`src/hw/rtl/dctr_pkg.sv`:
```
// Shared constants, types and curve tables for the daylight colour unit.
`timescale 1ns / 1ps
`default_nettype none
package dctr_pkg;

  localparam int unsigned SecondW = 17;
  localparam int unsigned BrightW = 7;
  localparam int unsigned LevelW  = 8;
  localparam int unsigned KelvinW = 13;

  localparam logic [SecondW-1:0] WINDOW_START = 17'd21600;
  localparam logic [SecondW-1:0] WINDOW_END   = 17'd64800;
  localparam logic [15:0]        SEG_SECONDS  = 16'd7200;
  localparam logic [KelvinW-1:0] NIGHT_KELVIN = 13'd1900;
  localparam logic [BrightW-1:0] BRIGHT_MAX   = 7'd100;
  localparam logic [7:0]         TABLE_BASE   = 8'd19;
  localparam logic [7:0]         TABLE_LAST   = 8'd47;
  localparam logic [7:0]         FULL_LEVEL   = 8'd255;

  // floor(2^28 / 225): quotient by 225 is exact or one low
  localparam logic [20:0] RECIP225       = 21'd1193046;
  localparam logic [19:0] SEG_DIV_REST   = 20'd225;
  // 5243 / 2^17 approximates 1/25 closely enough for values below 8192
  localparam logic [12:0] RECIP25        = 13'd5243;

  typedef struct packed {
    logic               valid;
    logic [KelvinW-1:0] kelvin;
    logic [BrightW-1:0] bright;
  } dctr_kel_t;

  // Floor of n / 100 for n below 25600: (n / 4) / 25 by reciprocal.
  function automatic logic [7:0] div100(input logic [14:0] n);
    logic [25:0] prod;
    prod = 26'(n[14:2]) * 26'(RECIP25);
    return prod[24:17];
  endfunction

  // Start offset of each two-hour segment inside the daylight window.
  function automatic logic [15:0] seg_base(input logic [2:0] seg);
    logic [15:0] base;
    unique case (seg)
      3'd0:    base = 16'd0;
      3'd1:    base = 16'd7200;
      3'd2:    base = 16'd14400;
      3'd3:    base = 16'd21600;
      3'd4:    base = 16'd28800;
      3'd5:    base = 16'd36000;
      default: base = 16'd0;
    endcase
    return base;
  endfunction

  // Kelvin at the start of each segment.
  function automatic logic [KelvinW-1:0] seg_lo(input logic [2:0] seg);
    logic [KelvinW-1:0] k;
    unique case (seg)
      3'd0:    k = 13'd1900;
      3'd1:    k = 13'd3000;
      3'd2:    k = 13'd4000;
      3'd3:    k = 13'd6600;
      3'd4:    k = 13'd4000;
      3'd5:    k = 13'd3000;
      default: k = NIGHT_KELVIN;
    endcase
    return k;
  endfunction

  // Magnitude of the kelvin change across each segment.
  function automatic logic [11:0] seg_diff(input logic [2:0] seg);
    logic [11:0] d;
    unique case (seg)
      3'd0:    d = 12'd1100;
      3'd1:    d = 12'd1000;
      3'd2:    d = 12'd2600;
      3'd3:    d = 12'd2600;
      3'd4:    d = 12'd1000;
      3'd5:    d = 12'd1100;
      default: d = 12'd0;
    endcase
    return d;
  endfunction

  function automatic logic [7:0] green_curve(input logic [5:0] idx);
    logic [7:0] v;
    unique case (idx)
      6'd0:  v = 8'd131;  6'd1:  v = 8'd136;  6'd2:  v = 8'd141;  6'd3:  v = 8'd146;
      6'd4:  v = 8'd150;  6'd5:  v = 8'd155;  6'd6:  v = 8'd159;  6'd7:  v = 8'd162;
      6'd8:  v = 8'd166;  6'd9:  v = 8'd170;  6'd10: v = 8'd173;  6'd11: v = 8'd177;
      6'd12: v = 8'd180;  6'd13: v = 8'd183;  6'd14: v = 8'd186;  6'd15: v = 8'd189;
      6'd16: v = 8'd192;  6'd17: v = 8'd195;  6'd18: v = 8'd198;  6'd19: v = 8'd200;
      6'd20: v = 8'd203;  6'd21: v = 8'd205;  6'd22: v = 8'd208;  6'd23: v = 8'd210;
      6'd24: v = 8'd213;  6'd25: v = 8'd215;  6'd26: v = 8'd217;  6'd27: v = 8'd219;
      6'd28: v = 8'd221;  6'd29: v = 8'd223;  6'd30: v = 8'd226;  6'd31: v = 8'd228;
      6'd32: v = 8'd229;  6'd33: v = 8'd231;  6'd34: v = 8'd233;  6'd35: v = 8'd235;
      6'd36: v = 8'd237;  6'd37: v = 8'd239;  6'd38: v = 8'd241;  6'd39: v = 8'd242;
      6'd40: v = 8'd244;  6'd41: v = 8'd246;  6'd42: v = 8'd247;  6'd43: v = 8'd249;
      6'd44: v = 8'd251;  6'd45: v = 8'd252;  6'd46: v = 8'd254;  6'd47: v = 8'd255;
      default: v = 8'd255;
    endcase
    return v;
  endfunction

  function automatic logic [7:0] blue_curve(input logic [5:0] idx);
    logic [7:0] v;
    unique case (idx)
      6'd0:  v = 8'd0;    6'd1:  v = 8'd13;   6'd2:  v = 8'd27;   6'd3:  v = 8'd39;
      6'd4:  v = 8'd50;   6'd5:  v = 8'd60;   6'd6:  v = 8'd70;   6'd7:  v = 8'd79;
      6'd8:  v = 8'd87;   6'd9:  v = 8'd95;   6'd10: v = 8'd102;  6'd11: v = 8'd109;
      6'd12: v = 8'd116;  6'd13: v = 8'd123;  6'd14: v = 8'd129;  6'd15: v = 8'd135;
      6'd16: v = 8'd140;  6'd17: v = 8'd146;  6'd18: v = 8'd151;  6'd19: v = 8'd156;
      6'd20: v = 8'd161;  6'd21: v = 8'd166;  6'd22: v = 8'd170;  6'd23: v = 8'd175;
      6'd24: v = 8'd179;  6'd25: v = 8'd183;  6'd26: v = 8'd187;  6'd27: v = 8'd191;
      6'd28: v = 8'd195;  6'd29: v = 8'd198;  6'd30: v = 8'd202;  6'd31: v = 8'd205;
      6'd32: v = 8'd209;  6'd33: v = 8'd212;  6'd34: v = 8'd215;  6'd35: v = 8'd219;
      6'd36: v = 8'd222;  6'd37: v = 8'd225;  6'd38: v = 8'd228;  6'd39: v = 8'd231;
      6'd40: v = 8'd234;  6'd41: v = 8'd236;  6'd42: v = 8'd239;  6'd43: v = 8'd242;
      6'd44: v = 8'd244;  6'd45: v = 8'd247;  6'd46: v = 8'd255;  6'd47: v = 8'd255;
      default: v = 8'd255;
    endcase
    return v;
  endfunction

endpackage
`default_nettype wire

```
`src/hw/rtl/dctr_kelvin.sv`:
```
// Five-stage pipeline from time of day to interpolated colour temperature.
`timescale 1ns / 1ps
`default_nettype none
module dctr_kelvin (
  input  wire logic                        clk,
  input  wire logic                        rst_n,
  input  wire logic                        en,
  input  wire logic                        in_valid,
  input  wire logic [dctr_pkg::SecondW-1:0] in_second,
  input  wire logic [dctr_pkg::BrightW-1:0] in_bright,
  output dctr_pkg::dctr_kel_t              kel_o
);

  // stage 1: window test, segment and offset
  logic                        s1_v_r, s1_win_r, s1_win_nxt;
  logic [2:0]                  s1_seg_r, s1_seg_nxt;
  logic [12:0]                 s1_d_r, s1_d_nxt;
  logic [dctr_pkg::BrightW-1:0] s1_b_r, s1_b_nxt;
  logic [15:0]                 x;
  logic [15:0]                 d_full;

  always_comb begin
    s1_win_nxt = (in_second >= dctr_pkg::WINDOW_START) && (in_second < dctr_pkg::WINDOW_END);
    x = 16'(in_second - dctr_pkg::WINDOW_START);
    if (x >= 16'd36000)      s1_seg_nxt = 3'd5;
    else if (x >= 16'd28800) s1_seg_nxt = 3'd4;
    else if (x >= 16'd21600) s1_seg_nxt = 3'd3;
    else if (x >= 16'd14400) s1_seg_nxt = 3'd2;
    else if (x >= dctr_pkg::SEG_SECONDS) s1_seg_nxt = 3'd1;
    else                     s1_seg_nxt = 3'd0;
    d_full = x - dctr_pkg::seg_base(s1_seg_nxt);
    s1_d_nxt = d_full[12:0];
    s1_b_nxt = (in_bright > dctr_pkg::BRIGHT_MAX) ? dctr_pkg::BRIGHT_MAX : in_bright;
  end

  // stage 2: offset times kelvin span
  logic                        s2_v_r, s2_win_r, s2_rise_r, s2_rise_nxt;
  logic [24:0]                 s2_p_r, s2_p_nxt;
  logic [dctr_pkg::KelvinW-1:0] s2_lo_r;
  logic [dctr_pkg::BrightW-1:0] s2_b_r;

  always_comb begin
    s2_p_nxt    = 25'(s1_d_r) * 25'(dctr_pkg::seg_diff(s1_seg_r));
    s2_rise_nxt = (s1_seg_r < 3'd3);
  end

  // stage 3: estimate of product / 7200 as (product / 32) / 225
  logic                        s3_v_r, s3_win_r, s3_rise_r;
  logic [19:0]                 s3_n_r;
  logic [12:0]                 s3_q_r, s3_q_nxt;
  logic [dctr_pkg::KelvinW-1:0] s3_lo_r;
  logic [dctr_pkg::BrightW-1:0] s3_b_r;
  logic [40:0]                 q_prod;

  always_comb begin
    q_prod   = 41'(s2_p_r[24:5]) * 41'(dctr_pkg::RECIP225);
    s3_q_nxt = q_prod[40:28];
  end

  // stage 4: correct the estimate by at most one
  logic                        s4_v_r, s4_win_r, s4_rise_r;
  logic [12:0]                 s4_q_r, s4_q_nxt;
  logic [dctr_pkg::KelvinW-1:0] s4_lo_r;
  logic [dctr_pkg::BrightW-1:0] s4_b_r;
  logic [19:0]                 rem;

  always_comb begin
    rem = s3_n_r - 20'(s3_q_r) * dctr_pkg::SEG_DIV_REST;
    s4_q_nxt = (rem >= dctr_pkg::SEG_DIV_REST) ? s3_q_r + 13'd1 : s3_q_r;
  end

  // stage 5: final kelvin
  dctr_pkg::dctr_kel_t          kel_nxt;
  logic                         kel_v_r;
  logic [dctr_pkg::KelvinW-1:0] kel_k_r;
  logic [dctr_pkg::BrightW-1:0] kel_b_r;

  always_comb begin
    kel_nxt.valid  = s4_v_r;
    kel_nxt.bright = s4_b_r;
    if (!s4_win_r)      kel_nxt.kelvin = dctr_pkg::NIGHT_KELVIN;
    else if (s4_rise_r) kel_nxt.kelvin = s4_lo_r + s4_q_r;
    else                kel_nxt.kelvin = s4_lo_r - s4_q_r;
  end

  always_ff @(posedge clk) begin
    if (!rst_n) begin
      s1_v_r  <= 1'b0;
      s2_v_r  <= 1'b0;
      s3_v_r  <= 1'b0;
      s4_v_r  <= 1'b0;
      kel_v_r <= 1'b0;
    end else if (en) begin
      s1_v_r  <= in_valid;
      s2_v_r  <= s1_v_r;
      s3_v_r  <= s2_v_r;
      s4_v_r  <= s3_v_r;
      kel_v_r <= kel_nxt.valid;
    end
  end

  always_ff @(posedge clk) begin
    if (en) begin
      s1_win_r <= s1_win_nxt;
      s1_seg_r <= s1_seg_nxt;
      s1_d_r   <= s1_d_nxt;
      s1_b_r   <= s1_b_nxt;

      s2_win_r  <= s1_win_r;
      s2_rise_r <= s2_rise_nxt;
      s2_p_r    <= s2_p_nxt;
      s2_lo_r   <= dctr_pkg::seg_lo(s1_seg_r);
      s2_b_r    <= s1_b_r;

      s3_win_r  <= s2_win_r;
      s3_rise_r <= s2_rise_r;
      s3_n_r    <= s2_p_r[24:5];
      s3_q_r    <= s3_q_nxt;
      s3_lo_r   <= s2_lo_r;
      s3_b_r    <= s2_b_r;

      s4_win_r  <= s3_win_r;
      s4_rise_r <= s3_rise_r;
      s4_q_r    <= s4_q_nxt;
      s4_lo_r   <= s3_lo_r;
      s4_b_r    <= s3_b_r;

      kel_k_r <= kel_nxt.kelvin;
      kel_b_r <= kel_nxt.bright;
    end
  end

  assign kel_o = '{valid: kel_v_r, kelvin: kel_k_r, bright: kel_b_r};

endmodule
`default_nettype wire

```
`src/hw/rtl/dctr_colour.sv`:
```
// Three-stage pipeline from colour temperature to brightness-scaled RGB levels.
`timescale 1ns / 1ps
`default_nettype none
module dctr_colour (
  input  wire logic                         clk,
  input  wire logic                         rst_n,
  input  wire logic                         en,
  input  wire dctr_pkg::dctr_kel_t          kel_i,
  output logic                              out_valid,
  output logic [dctr_pkg::LevelW-1:0]       out_red_level,
  output logic [dctr_pkg::LevelW-1:0]       out_green_level,
  output logic [dctr_pkg::LevelW-1:0]       out_blue_level,
  output logic [dctr_pkg::KelvinW-1:0]      out_colour_kelvin
);

  // stage 1: kelvin / 100, table index, curve lookup
  logic                         c1_v_r;
  logic [dctr_pkg::KelvinW-1:0] c1_k_r;
  logic [dctr_pkg::BrightW-1:0] c1_b_r;
  logic [7:0]                   c1_g_r, c1_bl_r;
  logic [7:0]                   t, t_off;
  logic [5:0]                   idx;

  always_comb begin
    t     = dctr_pkg::div100(15'(kel_i.kelvin));
    t_off = t - dctr_pkg::TABLE_BASE;
    if (t < dctr_pkg::TABLE_BASE)        idx = 6'd0;
    else if (t_off > dctr_pkg::TABLE_LAST) idx = 6'(dctr_pkg::TABLE_LAST);
    else                                  idx = t_off[5:0];
  end

  // stage 2: level times brightness
  logic                         c2_v_r;
  logic [dctr_pkg::KelvinW-1:0] c2_k_r;
  logic [14:0]                  c2_pr_r, c2_pg_r, c2_pb_r;

  // stage 3: divide by 100 into the output register
  logic                         c3_v_r;
  logic [dctr_pkg::KelvinW-1:0] c3_k_r;
  logic [7:0]                   c3_r_r, c3_g_r, c3_b_r;

  always_ff @(posedge clk) begin
    if (!rst_n) begin
      c1_v_r <= 1'b0;
      c2_v_r <= 1'b0;
      c3_v_r <= 1'b0;
    end else if (en) begin
      c1_v_r <= kel_i.valid;
      c2_v_r <= c1_v_r;
      c3_v_r <= c2_v_r;
    end
  end

  always_ff @(posedge clk) begin
    if (en) begin
      c1_k_r  <= kel_i.kelvin;
      c1_b_r  <= kel_i.bright;
      c1_g_r  <= dctr_pkg::green_curve(idx);
      c1_bl_r <= dctr_pkg::blue_curve(idx);

      c2_k_r  <= c1_k_r;
      c2_pr_r <= 15'(dctr_pkg::FULL_LEVEL) * 15'(c1_b_r);
      c2_pg_r <= 15'(c1_g_r) * 15'(c1_b_r);
      c2_pb_r <= 15'(c1_bl_r) * 15'(c1_b_r);

      c3_k_r <= c2_k_r;
      c3_r_r <= dctr_pkg::div100(c2_pr_r);
      c3_g_r <= dctr_pkg::div100(c2_pg_r);
      c3_b_r <= dctr_pkg::div100(c2_pb_r);
    end
  end

  assign out_valid         = c3_v_r;
  assign out_red_level     = c3_r_r;
  assign out_green_level   = c3_g_r;
  assign out_blue_level    = c3_b_r;
  assign out_colour_kelvin = c3_k_r;

endmodule
`default_nettype wire

```
`src/hw/rtl/daylight_colour_temperature_rgb_unit.sv`:
```
// Throughput: one item per cycle when not stalled; all stages are plain registers.
// Stall: when the output register holds a result that is stalled, all stages hold.
// Reset (synchronous, rst_n low): clears every stage valid bit; data is not reset.
// No clearing pass and no startup delay: items are taken from the first cycle.
`timescale 1ns / 1ps
`default_nettype none
module daylight_colour_temperature_rgb_unit (
  input  wire logic                         clk,
  input  wire logic                         rst_n,
  input  wire logic                         in_valid,
  output logic                              in_stall,
  input  wire logic [dctr_pkg::SecondW-1:0] in_second_of_day,
  input  wire logic [dctr_pkg::BrightW-1:0] in_brightness_percent,
  output logic                              out_valid,
  input  wire logic                         out_stall,
  output logic [dctr_pkg::LevelW-1:0]       out_red_level,
  output logic [dctr_pkg::LevelW-1:0]       out_green_level,
  output logic [dctr_pkg::LevelW-1:0]       out_blue_level,
  output logic [dctr_pkg::KelvinW-1:0]      out_colour_kelvin
);

  // Advance the whole pipe unless a finished result is waiting on a stalled
  // consumer. An empty output register always lets the pipe move, so bubbles
  // never block a transfer.
  logic en;
  assign en       = !(out_valid && out_stall);
  assign in_stall = !en;

  // Time of day -> kelvin: window test, segment pick, span multiply,
  // reciprocal divide by 7200 with a one-step correction, final add/subtract.
  dctr_pkg::dctr_kel_t kel;

  dctr_kelvin u_kelvin (
    .clk       (clk),
    .rst_n     (rst_n),
    .en        (en),
    .in_valid  (in_valid),
    .in_second (in_second_of_day),
    .in_bright (in_brightness_percent),
    .kel_o     (kel)
  );

  // Kelvin -> curve lookup, brightness multiply, reciprocal divide by 100.
  // The last stage of this unit is the output register.
  dctr_colour u_colour (
    .clk               (clk),
    .rst_n             (rst_n),
    .en                (en),
    .kel_i             (kel),
    .out_valid         (out_valid),
    .out_red_level     (out_red_level),
    .out_green_level   (out_green_level),
    .out_blue_level    (out_blue_level),
    .out_colour_kelvin (out_colour_kelvin)
  );

endmodule
`default_nettype wire

```
`config.mk`:
```
export PLATFORM = sky130hd
export DESIGN_NAME = daylight_colour_temperature_rgb_unit
export DESIGN_NICKNAME = d
export VERILOG_FILES = /design/src/hw/rtl/dctr_pkg.sv /design/src/hw/rtl/dctr_kelvin.sv /design/src/hw/rtl/dctr_colour.sv /design/src/hw/rtl/daylight_colour_temperature_rgb_unit.sv
export SDC_FILE = /design/constraint.sdc
export NUM_CORES = 2
export LEC_CHECK = 0
export BUFFER_PORTS_ARGS = -buffer_cell sky130_fd_sc_hd__buf_2
export CELL_PAD_IN_SITES_DETAIL_PLACEMENT = 0
export CELL_PAD_IN_SITES_GLOBAL_PLACEMENT = 1
export CORE_ASPECT_RATIO = 1.4
export CORE_MARGIN = 4
export CORE_UTILIZATION = 46
export CTS_CLUSTER_DIAMETER = 30
export DETAILED_ROUTE_END_ITERATION = 7
export GPL_ROUTABILITY_DRIVEN = 0
export GPL_TIMING_DRIVEN = 0
export PLACE_DENSITY_LB_ADDON = 0.25
export SLEW_MARGIN = 20
export SYNTH_ARGS = -nofsm -noshare
export SYNTH_HDL_FRONTEND = slang
export SYNTH_SLANG_ARGS = --single-unit
```
`constraint.sdc`:
```
create_clock -name clk -period 13.8 [get_ports clk]
set_input_delay 2.07 -clock clk [delete_from_list [all_inputs] [get_ports clk]]
set_output_delay 2.07 -clock clk [all_outputs]
set_load 0.01 [all_outputs]
```
==> qor.yml <==
drt_iter0_markers: 761
clk_pin_slew_ps: 60
synth_cell_types: 85
worst-path-stages: 25
tightest_slew_ps: 910
worst_ep_arrival_time_ps: 8610
root_buffer: "clkbuf_16"
cp_max_fo: 10
yosysSeqAreaShare_pct: 21.8
die_x_um: 257
synth.cell_area_um2: 40000
grt_max_degree: 57
finalHoldViolCount: 0
finalClockSkew_ps: 87.1
crit_path_max_incr_delay_ps: 740
wl_met2_um: 44100
firstDrtPassIters: 5
clock_latency_ps: 660
synth_nets: 5119
async_flop_share_pct: 0
period_needed_ps: 8320
drc: 0
clk_path_buf_depth: 3
hold_path.class: "reg2reg"
synth_edf_count: 285
crit_path_frequent_cell: "fa_1"
cts_tree: "built"
slowest_stage: "o21ai_1"
postSynthCellCount: 3758
cts.sinks: 293
fp.dieH_um: 357
track_usage_pct: 17.9
grt_setup_unrepaired: "false"
path_buf_inv: 4
met1Wirelength_um: 30800
final_max_slew_viol_count: 0
final.setup.tns_ps: 0
syn_area_per_cell_um2: 10.7
fmax_mhz: 120
status: "completed"
timing.final.crit_share_pct: 60.3
dieArea_um2: 91900
antenna_found_initial: 0
postCtsResizedCells: 0
rows: 127
htreeDepth: 2
max_slew_margin_pct: 38.9
cp-start-kind: "flip-flop"
cts_buffers: 59
synth_flop_cell: "edfxtp_1"
start_util_pct: 46.6
cp_top_family: "adder cells"
wirelength_um: 79600
cts_hold_buf: 0
ys_warn_count: 0
drv_cap: 0
nets: 5252
cp-end-kind: "flip-flop"
wl_met3_um: 1740
ys_ff_latch: 293
crit_required_ps: 14090
top_layer: "met4"
ant_nets: 0
grt_pass1_vias: 27548
syn_to_final_growth_pct: 9.91
design.core.area_um2: 86000
grt_pass1_wl_um: 134000
viasPerCell: 5.01
pin_count: 67
largestRegisters: "u_kelvin.s2_p_r (20), u_kelvin.s3_n_r (20)"
holdPathStages: 0
vias: 25567
postCtsSetupRepairBufs: 0
overflow: 0
dp_hpwl_um: 67400
routedWlPerCell_um: 15.6
diodes: 0
final_layout_size_suffix_gt1_share_pct: 5.81
crit_type: "reg2reg"
portBuffers: 66
setup_viol: 0
reg2reg_depth: 25
==> cell families after synthesis <==
kind of cell	after synthesis	share of synthesized area (%)
adder cells (fa/ha/maj)	1333	50.9
buffers and inverters	960	9.05
AND/OR/NAND/NOR	574	7.10
AO/OA/AOI/OAI	431	7.47
flip-flops	293	21.8
XOR/XNOR	158	3.46
multiplexers	9	0.225
==> cell usage after synthesis, drive strengths merged, types with 7 or more instances <==
library cell  instances  area [um2]
and2                 81         507
and3                 17         106
a31o                  8        70.1
or3                   8        50.1
nand2               171         649
nor4                 11        68.8
or2                  16         100
nand3                26         143
nor3                 42         210
nor2                113         437
o221ai                8        76.3
a21o                 36         272
o211ai               24         180
a31oi                12        90.1
nor2b                35         219
fa                  495        9910
clkbuf               23        86.3
o21ai                72         375
mux2i                 9        90.1
a211oi               17         138
o21bai               24         184
xnor2               125        1090
nand2b               33         206
buf                   7        47.5
ha                  838       10500
dfxtp                 8         160
inv                 928        3480
a21boi               10        75.1
edfxtp              285        8560
a21oi               113         588
o311ai                8        77.6
nand4                14        87.6
o21a                 35         263
a211o                10        87.6
xor2                 33         289
==> path summary, 6_finish.rpt <==
kind | end | startpoint | slack [ps]
worst min-delay path | u_kelvin.s2_b_r[5]$_DFFE_PN_ | u_kelvin.s1_b_r[5]$_SDFFCE_PN1N_ | 380
worst min register to register | u_kelvin.s2_b_r[5]$_DFFE_PN_ | u_kelvin.s1_b_r[5]$_SDFFCE_PN1N_ | 380
worst max-delay path | u_colour.c1_bl_r[4]$_DFFE_PN_ | u_kelvin.kel_k_r[7]$_SDFFCE_PN0N_ | 5480
worst max register to register | u_colour.c1_bl_r[4]$_DFFE_PN_ | u_kelvin.kel_k_r[7]$_SDFFCE_PN0N_ | 5480
==> cells in the final DEF, fill, tap and decap left out, drive strengths merged, types with 36 or more instances in the layout <==
master	n
nand2	171
edfxtp	285
a21o	36
ha	838
fa	495
clkbuf	87
nor3	42
and2	81
inv	949
a21oi	113
xnor2	125
nor2	113
o21ai	72
buf	79
==> metal layers <==
metal / GRT usage [%] / up-vias
li1: - / 12586
met1: 19.9 / 12532
met2: 35.6 / 302
met3: 1.71 / 147
met4: 6.11 / 0
met5: 0 / -
==> metrics by stage <==
| stage | hold slack (ps) | area (um2) | std cells | setup WS [ps] | util (%) |
|---|---|---|---|---|---|
| floorplan | 400 | 40000 | 3758 | 1290 | - |
| global placement | 400 | 41800 | 4985 | -3140 | 48.7 |
| detailed placement | 405 | 42000 | 4991 | 5540 | 48.8 |
| CTS | 376 | 44000 | 5102 | 5430 | 51.2 |
| global route | 385 | 44000 | 5102 | 5010 | 51.2 |
| finish | 382 | 44000 | 5102 | 5480 | 51.2 |
==> final cells by class <==
type | count | area (um2)
buffer | 30 | 134
clock buffer | 64 | 1500
clock inverter | 47 | 533
fill | 7886 | 42000
inverter | 930 | 3490
multi-input combinational | 2505 | 27700
sequential | 293 | 8720
tap | 1161 | 1450
timing repair buffer | 72 | 480
Power is left out: the tool's default activity adds up to more than one toggle a clock period on the data nets, which glitch-free logic cannot reach.
